<file path="src/tsdr_pkg.sv">
// Package for the sample-to-double record block.
// Holds record constants, type codes and the conversion input record type.
`default_nettype none
package tsdr_pkg;

    localparam int RecBytes = 14;
    localparam int CntW     = 4;

    localparam logic [3:0] TYPE_U8  = 4'd0;
    localparam logic [3:0] TYPE_U16 = 4'd1;
    localparam logic [3:0] TYPE_U32 = 4'd2;
    localparam logic [3:0] TYPE_U64 = 4'd3;
    localparam logic [3:0] TYPE_S8  = 4'd4;
    localparam logic [3:0] TYPE_S16 = 4'd5;
    localparam logic [3:0] TYPE_S32 = 4'd6;
    localparam logic [3:0] TYPE_S64 = 4'd7;
    localparam logic [3:0] TYPE_F32 = 4'd8;

    typedef struct packed {
        logic        neg;
        logic [63:0] mag;
        logic        is_flt;
        logic        is_zero;
    } conv_in_t;

endpackage
`default_nettype wire

</file>
<file path="src/tsdr_conv.sv">
// Binary64 conversion stage: registered selected operand to double bits.
// Depends on tsdr_pkg; two register stages (normalise, then round/pack).
`default_nettype none
module tsdr_conv
    import tsdr_pkg::*;
(
    input  wire logic        clk,
    input  wire logic        rst_n,
    input  wire logic        in_vld,
    input  wire conv_in_t    op,
    output logic             out_vld,
    output logic [63:0]      dbl
);

    logic        vld_reg;
    logic        neg_reg;
    logic        flt_reg;
    logic        zero_reg;
    logic [5:0]  pos_reg;
    logic [63:0] norm_reg;
    logic [31:0] f_reg;
    logic [5:0]  pos_next;
    logic [63:0] norm_next;

    // leading-one position, then shift so the top bit sits at bit 63
    always_comb
    begin
        pos_next = '0;
        for (int i = 0; i < 64; i++)
        begin
            if (op.mag[i])
            begin
                pos_next = 6'(i);
            end
        end
        norm_next = op.mag << (6'd63 - pos_next);
    end

    always_ff @(posedge clk or negedge rst_n)
    begin
        if (!rst_n)
        begin
            vld_reg <= 1'b0;
        end
        else
        begin
            vld_reg <= in_vld;
        end
    end

    always_ff @(posedge clk)
    begin
        neg_reg  <= op.neg;
        flt_reg  <= op.is_flt;
        zero_reg <= op.is_zero || (op.mag == 64'd0);
        pos_reg  <= pos_next;
        norm_reg <= norm_next;
        f_reg    <= op.mag[31:0];
    end

    logic [52:0] m_trunc;
    logic [10:0] g_bits;
    logic        rnd_up;
    logic [63:0] int_bits;
    logic [63:0] flt_bits;
    logic [7:0]  fe;
    logic [22:0] fm;
    logic [4:0]  fp;
    logic [63:0] dbl_next;

    always_comb
    begin
        m_trunc  = norm_reg[63:11];
        g_bits   = norm_reg[10:0];
        rnd_up   = g_bits[10] && ((g_bits[9:0] != 10'd0) || m_trunc[0]);
        int_bits = {neg_reg, 63'd0}
                 + ({42'd0, 11'(11'd1022 + {5'd0, pos_reg})} << 52)
                 + {11'd0, m_trunc} + {63'd0, rnd_up};
        fe = f_reg[30:23];
        fm = f_reg[22:0];
        fp = '0;
        for (int i = 0; i < 23; i++)
        begin
            if (fm[i])
            begin
                fp = 5'(i);
            end
        end
        if (fe == 8'hFF)
        begin
            flt_bits = {f_reg[31], 11'h7FF, fm, 29'd0};
            if (fm != 23'd0)
            begin
                flt_bits[51] = 1'b1;
            end
        end
        else if (fe == 8'd0)
        begin
            if (fm == 23'd0)
            begin
                flt_bits = {f_reg[31], 63'd0};
            end
            else
            begin
                flt_bits = {f_reg[31], 11'(11'd874 + {6'd0, fp}),
                            52'({29'd0, fm} << (6'd52 - {1'b0, fp}))};
            end
        end
        else
        begin
            flt_bits = {f_reg[31], 11'({3'd0, fe} + 11'd896), fm, 29'd0};
        end
        if (flt_reg)
        begin
            dbl_next = flt_bits;
        end
        else if (zero_reg)
        begin
            dbl_next = 64'd0;
        end
        else
        begin
            dbl_next = int_bits;
        end
    end

    logic        ovld_reg;
    logic [63:0] dbl_reg;

    always_ff @(posedge clk or negedge rst_n)
    begin
        if (!rst_n)
        begin
            ovld_reg <= 1'b0;
        end
        else
        begin
            ovld_reg <= vld_reg;
        end
    end

    always_ff @(posedge clk)
    begin
        dbl_reg <= dbl_next;
    end

    assign out_vld = ovld_reg;
    assign dbl     = dbl_reg;

endmodule
`default_nettype wire

</file>
<file path="src/typed_sample_to_double_record_top.sv">
// Top level: sample in, 14-byte big-endian record out (id, timestamp, double).
// Depends on tsdr_pkg and tsdr_conv.
//
//  channel | handshake           | payload
//  sample  | start / busy        | param_id, timestamp_ms, data_type, raw_value
//  record  | out_valid (strobe)  | out_byte, last_byte
//
// The serialiser sets the rate. The first byte is strobed once the item has passed
// opv_reg, the tsdr_conv registers vld_reg and ovld_reg, and act_reg; bytes then follow
// every cycle. busy drops for the last four bytes of a record, so the next record can
// start in the cycle after the last byte. Reset clears all control; the output
// cannot stall.
`default_nettype none
module typed_sample_to_double_record_top
    import tsdr_pkg::*;
(
    input  wire logic        clk,
    input  wire logic        rst_n,
    input  wire logic        start,
    output logic             busy,
    input  wire logic [15:0] param_id,
    input  wire logic [31:0] timestamp_ms,
    input  wire logic [3:0]  data_type,
    input  wire logic [63:0] raw_value,
    output logic             out_valid,
    output logic [7:0]       out_byte,
    output logic             last_byte
);

    logic     accept;
    conv_in_t op_reg;
    conv_in_t op_next;
    logic     opv_reg;
    logic [47:0] hdr_reg;
    logic [47:0] hdr_d1_reg;
    logic [47:0] hdr_d2_reg;
    logic        cv_vld;
    logic [63:0] cv_dbl;
    logic [111:0] sh_reg;
    logic [CntW-1:0] cnt_reg;
    logic        act_reg;
    logic [1:0]  pend_reg;
    logic        pend_inc;

    assign accept = start && !busy;

    always_comb
    begin
        op_next = '{neg: 1'b0, mag: 64'd0, is_flt: 1'b0, is_zero: 1'b0};
        case (data_type)
            TYPE_U8:  op_next.mag = {56'd0, raw_value[7:0]};
            TYPE_U16: op_next.mag = {48'd0, raw_value[15:0]};
            TYPE_U32: op_next.mag = {32'd0, raw_value[31:0]};
            TYPE_U64: op_next.mag = raw_value;
            TYPE_S8:
            begin
                op_next.neg = raw_value[7];
                op_next.mag = {56'd0, raw_value[7] ? 8'(-raw_value[7:0]) : raw_value[7:0]};
            end
            TYPE_S16:
            begin
                op_next.neg = raw_value[15];
                op_next.mag = {48'd0, raw_value[15] ? 16'(-raw_value[15:0])
                                                    : raw_value[15:0]};
            end
            TYPE_S32:
            begin
                op_next.neg = raw_value[31];
                op_next.mag = {32'd0, raw_value[31] ? 32'(-raw_value[31:0])
                                                    : raw_value[31:0]};
            end
            TYPE_S64:
            begin
                op_next.neg = raw_value[63];
                op_next.mag = raw_value[63] ? -raw_value : raw_value;
            end
            TYPE_F32:
            begin
                op_next.is_flt = 1'b1;
                op_next.mag    = {32'd0, raw_value[31:0]};
            end
            default:  op_next.is_zero = 1'b1;
        endcase
    end

    always_ff @(posedge clk)
    begin
        if (accept)
        begin
            op_reg  <= op_next;
            hdr_reg <= {param_id, timestamp_ms};
        end
        hdr_d1_reg <= hdr_reg;
        hdr_d2_reg <= hdr_d1_reg;
    end

    always_ff @(posedge clk or negedge rst_n)
    begin
        if (!rst_n)
        begin
            opv_reg <= 1'b0;
        end
        else
        begin
            opv_reg <= accept;
        end
    end

    tsdr_conv u_conv (
        .clk     (clk),
        .rst_n   (rst_n),
        .in_vld  (opv_reg),
        .op      (op_reg),
        .out_vld (cv_vld),
        .dbl     (cv_dbl)
    );

    assign pend_inc = accept;

    // pend counts items in the conversion pipe; busy covers pipe and serialiser
    always_ff @(posedge clk or negedge rst_n)
    begin
        if (!rst_n)
        begin
            pend_reg <= '0;
            act_reg  <= 1'b0;
            cnt_reg  <= '0;
        end
        else
        begin
            pend_reg <= pend_reg + 2'(pend_inc) - 2'(cv_vld);
            if (cv_vld)
            begin
                act_reg <= 1'b1;
                cnt_reg <= '0;
            end
            else if (act_reg)
            begin
                if (cnt_reg == CntW'(RecBytes - 1))
                begin
                    act_reg <= 1'b0;
                end
                cnt_reg <= cnt_reg + 1'b1;
            end
        end
    end

    always_ff @(posedge clk)
    begin
        if (cv_vld)
        begin
            sh_reg <= {hdr_d2_reg, cv_dbl};
        end
        else if (act_reg)
        begin
            sh_reg <= {sh_reg[103:0], 8'd0};
        end
    end

    // take the next item early enough that its double lands as the last byte leaves
    assign busy = (pend_reg != 2'd0) || (act_reg && cnt_reg < CntW'(RecBytes - 4));

    assign out_valid = act_reg;
    assign out_byte  = sh_reg[111:104];
    assign last_byte = act_reg && (cnt_reg == CntW'(RecBytes - 1));

`ifndef SYNTHESIS
    a_last_ends: assert property (@(posedge clk) disable iff (!rst_n)
        last_byte |=> !out_valid || $past(cv_vld))
        else $error("byte after last");
    a_no_accept_busy: assert property (@(posedge clk) disable iff (!rst_n)
        cv_vld |-> !act_reg || last_byte)
        else $error("record overlap");
    a_pend_bound: assert property (@(posedge clk) disable iff (!rst_n)
        pend_reg <= 2'd1)
        else $error("pipe overfill");
`endif

endmodule
`default_nettype wire
</file>
<file path="config.mk">
export PLATFORM = sky130hd
export DESIGN_NAME = typed_sample_to_double_record_top
export DESIGN_NICKNAME = d
export VERILOG_FILES = /design/src/tsdr_pkg.sv /design/src/tsdr_conv.sv /design/src/typed_sample_to_double_record_top.sv
export SDC_FILE = /design/constraint.sdc
export NUM_CORES = 1
export LEC_CHECK = 0
export ABC_AREA = 1
export BUFFER_PORTS_ARGS = -buffer_cell sky130_fd_sc_hd__buf_2
export CAP_MARGIN = 20
export CORE_MARGIN = 8
export CORE_UTILIZATION = 40
export DETAILED_ROUTE_END_ITERATION = 7
export GPL_TIMING_DRIVEN = 0
export PLACE_DENSITY = 0.53
export REMOVE_ABC_BUFFERS = 1
export SYNTH_ARGS = -nofsm -noshare
export SYNTH_HDL_FRONTEND = slang
export SYNTH_SLANG_ARGS = --single-unit
</file>
<file path="constraint.sdc">
create_clock -name clk -period 9.1 [get_ports clk]
set_input_delay 0.91 -clock clk [delete_from_list [all_inputs] [get_ports clk]]
set_output_delay 0.91 -clock clk [all_outputs]
set_load 0.005 [all_outputs]
</file>
# Word level (Yosys, flattened, before mapping)
# Cells that the tools add are included.
[totals]
word_cells = 173
ff_bits = 502
in_bits = 119
out_inout_bits = 11
[op_classes]
n_eq_ne = 10
mux = 106
addsub = 15
reduce_logical = 18
shifts = 2
magnitude_cmp = 1
[op_table]
columns = ["operator", "n"]
rows = [
  ["one-hot mux 64 bit (8 select lines)", 1],
  ["2-to-1 mux 6 bit", 62],
  ["2-to-1 mux 112 bit", 2],
  ["2-to-1 mux 64 bit", 3],
  ["2-to-1 mux 63 bit", 3],
  ["adder 64 x 1 -> 64 bit", 1],
  ["adder 64 x 53 -> 64 bit", 1],
  ["adder 64 x 63 -> 64 bit", 1],
  ["logical NOT 64 bit", 1],
  ["negation 64 bit", 1],
  ["left shift 64 x 6 -> 64 bit", 1],
  ["left shift 23 x 6 -> 52 bit", 1],
  ["2-to-1 mux 4 bit", 10],
  ["2-to-1 mux 5 bit", 7],
  ["2-to-1 mux 32 bit", 1],
  ["negation 32 bit", 1],
  ["logical NOT 23 bit", 1],
  ["nonzero test 23 bit", 1],
  ["equality test 4 x 3 -> 1 bit (second input constant)", 4],
  ["2-to-1 mux 16 bit", 1],
  ["negation 16 bit", 1],
  ["2-to-1 mux 3 bit", 4],
  ["adder 10 x 5 -> 11 bit (first input constant)", 1],
  ["adder 10 x 6 -> 11 bit (first input constant)", 1],
  ["other kinds (25)", 41],
]

# Depth between registers and ports, before layout
[logic_depth]
word_depth = 65
mapped_depth = 74
mapped_depth_nobuf = 73

# Hierarchy
# A second synthesis with hierarchy kept.
[unflattened]
cells_unflattened = 3622
area_unflattened_um2 = 26431.6
[by_module_without_submodules]
columns = ["module", "seq_area_each_um2", "cells_each", "n_inst", "area_per_inst_um2"]
rows = [
  ["typed_sample_to_double_record_top", 8938.6, 1416, 1, 13571.8],
  ["tsdr_conv", 3433.3, 2206, 1, 12859.8],
]

# Worst setup path before layout
# No wires, ideal clock.
[synth_timing]
path_type = "input port to flip-flop"
from = "input start"
to = "register pend_reg[0]"
setup_time_ns = 0.133
path_buffers = 0
cell_stages = 3
arrival_ns = 6.565
t_required_ns = 8.967
setup_slack_ns = 2.401
cell_sequence = "inv_1 -> nor2_1 -> ha_1"
[synth_via]
elab_chain_len = 3
[synth_rtl]
columns = ["element", "line", "text"]
rows = [
  ["start: declaration", "typed_sample_to_double_record_top.sv:19", "input wire logic start,"],
  ["logical AND 1 bit", "typed_sample_to_double_record_top.sv:45", "assign accept = start && !busy;"],
  ["named net accept", "typed_sample_to_double_record_top.sv:30", "logic accept;"],
  ["adder 2 x 1 -> 2 bit", "typed_sample_to_double_record_top.sv:131", "pend_reg <= pend_reg + 2'(pend_inc) - 2'(cv_vld);"],
  ["subtractor 2 x 1 -> 2 bit", "typed_sample_to_double_record_top.sv:131", ""],
  ["end signal: assignment", "typed_sample_to_double_record_top.sv:131", ""],
  ["end: declaration", "typed_sample_to_double_record_top.sv:42", "logic [1:0] pend_reg;"],
]
# The timed path passes the listed nets, and every way through them passes these cells.
# A chain may end at the register's enable or synchronous reset.

# Worst setup path in the final report
[layout_timing]
from = "register op_reg[6] (netlist name)"
to = "register u_conv.norm_reg[22]"
[layout_via]
elab_chain_len = 62
[layout_rtl]
columns = ["element", "line", "text"]
rows = [
  ["start: declaration", "typed_sample_to_double_record_top.sv:31", "conv_in_t op_reg;"],
  ["start signal: assignment", "typed_sample_to_double_record_top.sv:90", "op_reg <= op_next;"],
  ["2-to-1 mux 6 bit (60 in series)", "tsdr_conv.sv:31", "if (op.mag[i])"],
  ["subtractor 6 bit", "tsdr_conv.sv:36", "norm_next = op.mag << (6'd63 - pos_next);"],
  ["left shift 64 x 6 -> 64 bit (*)", "tsdr_conv.sv:36", ""],
  ["end signal: assignment", "tsdr_conv.sv:57", "norm_reg <= norm_next;"],
  ["end: declaration", "tsdr_conv.sv:20", "logic [63:0] norm_reg;"],
]
# Every way passes the cells marked *; elsewhere a longest branch is shown, timed or not.

==> key figures <==
Status
  – Status: complete, no violations

Synth
  – Top-area cell type share of the netlist area: 26.5%
  – Cells after synthesis: around 3400
  – Yosys top cell by area: edfxtp_1
  – Yosys reg bits: 502
  – Area contributors post-synth: edfxtp_1 (27%), dfxtp_1 (21%), nand2_1 (15%), nand3_1 (12%), inv_1 (5.2%)
  – Syn avg cell area: 7.46 µm²
  – YS warnings: 0
  – Netlist Area Pre-Place: 25700 µm²
  – Ys flop type: dfxtp_1
  – Synth top cells by count: nand2_1 (1001), nand3_1 (593), inv_1 (357), dfxtp_1 (265), edfxtp_1 (227)
  – Ys async rst share: 1.99%
  – Post-synth EDFFs: between 200 and 250
  – Synth cell types: 53
  – Post-synthesis sequential area ratio: roughly half
  – Most frequent cell after synthesis: nand2_1

Setup path
  – CP Max Fanout: 56
  – Most common cell on crit path: nand2_1
  – CP max stage delay: 480 ps
  – Worst EP arrival: 6810 ps
  – R2R Setup Slk: 2820 ps
  – Critical setup path kind: flop to flop
  – CP startpoint kind: flop
  – Crit. End Element: flop
  – Required @ worst endpoint: 9630 ps
  – CP max stage cell: edfxtp_1

Floorplan
  – Chip height: 269 µm
  – Die area: 72600 µm²
  – # IOs: 130
  – Initial Util: 40.1%
  – CORE AREA: 64000 µm²
  – Row count: 93
  – Die Width: 269 µm

STA
  – Slew HR: 26.6%
  – Worst-Margin Slew: 1090 ps
  – Maximum clock rate: 159 MHz
  – Min Hold Slack: 170 ps
  – Post-route clock skew: 26.9 ps
  – Final Cycle Share: 69.0%
  – Fin crit period: 6280 ps
  – Setup-failing EPs final: 0
  – RSZ-0062 raised after global routing: false
  – Final Hold Viols: 0
  – Total Neg Setup Slack: 0 ps
  – Pins Over Slew Limit: 0

Clocking
  – Worst skew pair latency: 610 ps
  – CTS tree: built
  – CTS Buf Count: 53
  – Hold-fix buffers, CTS: 0
  – Resize count post-CTS: 0
  – Clock slew at reported path FFs: 60 ps
  – Clock Sinks: 502
  – Root Buffer: clkbuf_16
  – Post-CTS Setup Inserts: 0
  – H-tree Lvls: 2
  – Clock Path Buffers: 3

Detailed routing
  – Via density: approximately 5.3
  – DRT Pass-1 Iters: 6
  – WL final: 85000 µm
  – Post-route DRC: 0
  – Detail Route Antenna Nets: 0
  – Initial DRC count: around 2000
  – Drt wl/cell: between 15 and 20 µm
  – Via count: about 23000

Placed design
  – GPL Wtd Cong: roughly 0.96
  – Placed cell count: around 4300
  – Port-buffer cells: 129
  – Dpl hpwl: 66500 µm

Cells and area
  – Final non-filler cell total: ~4400
  – # fillers: 6531
  – ANT cells: 0
  – Layout area overhead: 13.3%
  – Register area: between 10000 and 15000 µm²
  – Layout cell share with drive strength beyond 1: 8.80%
  – End-of-flow core utilization: between 40% and 50%
  – Multi-input gate area: about 11000 µm²
  – Final Net Count: 3624
  – Max reg flops: 112

Power
  – Peak supply drop: around 0.14 mV
  – Pwr Density: 267 nW/µm²
  – Pleak: 12.9 nW
  – Total power draw: 7.76 mW

Global routing
  – Overall routing resource usage: about 23%
  – First-pass GRT wire length: 132000 µm
  – Vias in the first global route: 22600
  – Remaining global-route overflow: 0
  – Antenna violations before repair: 1
  – Largest net degree at the start of global routing: 79

Min path
  – Hold/Removal Path Class: input port to asynchronous set/reset pin

Job
  – Max Cap Viol: 0
-- kinds of logic after synthesis --
group | synth area share, %
and+or+nand+nor | 33.4
buffers and inverters | 8.32
DFF | 48.2
AOI/OAI and AO/OA | 9.16
adders and majority gates | 0.779
xor gates and xnor gates | 0.205
-- power breakdown --
group / internal (mW) / switching (mW)
Combinational: 0.629 / 1.56
Clock: 1.30 / 0.888
Sequential: 3.10 / 0.285
-- final timing paths --
| check | start | end | cells after the start |
|---|---|---|---|
| worst min register to register | hdr_d1_reg[20]$_DFF_P_ | hdr_d2_reg[20]$_DFF_P_ | 0 |
| max in group asynchronous | rst_n | u_conv.out_vld$_DFF_PN0_ | 1 |
| worst max register to register | op_reg[6]$_SDFFCE_PN0P_ | u_conv.norm_reg[22]$_SDFF_PP0_ | 70 |
| min in group clk | hdr_d1_reg[20]$_DFF_P_ | hdr_d2_reg[20]$_DFF_P_ | 0 |
| worst max-delay path | op_reg[6]$_SDFFCE_PN0P_ | u_conv.norm_reg[22]$_SDFF_PP0_ | 70 |
| worst min-delay path | rst_n | cnt_reg[3]$_DFFE_PN0P_ | 1 |
-- layout make-up --
| class | count | area share (%) |
|---|---|---|
| Clock buffer | 76 | 5.27 |
| Clock inverter | 23 | 0.894 |
| Inverter | 379 | 4.90 |
| Multi-Input combinational cell | 2398 | 38.7 |
| Sequential cell | 502 | 42.5 |
| Tap cell | 855 | 3.68 |
| Timing Repair Buffer | 155 | 4.01 |
-- layer usage --
layer / GRT usage, % / part of all wire [%]
met4: 9.04 / 4.2
met5: 0 / 0.014
met2: 39.3 / 48
met1: 28.5 / 44
met3: 2.63 / 4.1
-- metrics by stage --
stage,cell area (µm²),setup WS (ps)
after floorplan,25000,1660
after global placement,26700,-2190
after detailed placement,27300,2680
after CTS,29100,2890
after global routing,29100,2040
final,29100,2820
-- worst max-delay path, delay by kind of cell (launching register included) --
kind	cells	cell delay, ps
buffers and inverters	2	440
flip-flops	1	480
AND/OR/NAND/NOR	68	5220
-- layout by cell type, fill, tap and decap left out, types with 13 or more instances in the layout --
| master | count |
|---|---|
| nor3_2 | 17 |
| nand2_1 | 999 |
| clkbuf_16 | 55 |
| nor3_1 | 51 |
| clkbuf_1 | 13 |
| o22ai_1 | 47 |
| nand3_1 | 593 |
| ha_1 | 16 |
| buf_2 | 130 |
| inv_1 | 356 |
| dfxtp_1 | 265 |
| a21oi_1 | 64 |
| inv_2 | 17 |
| o21ai_0 | 202 |
| buf_12 | 14 |
| edfxtp_1 | 227 |
| o211ai_1 | 14 |
| nand4_1 | 22 |
| nor2_1 | 215 |
| nor4_1 | 35 |
No activity file was read; power rests on OpenSTA's default activity.
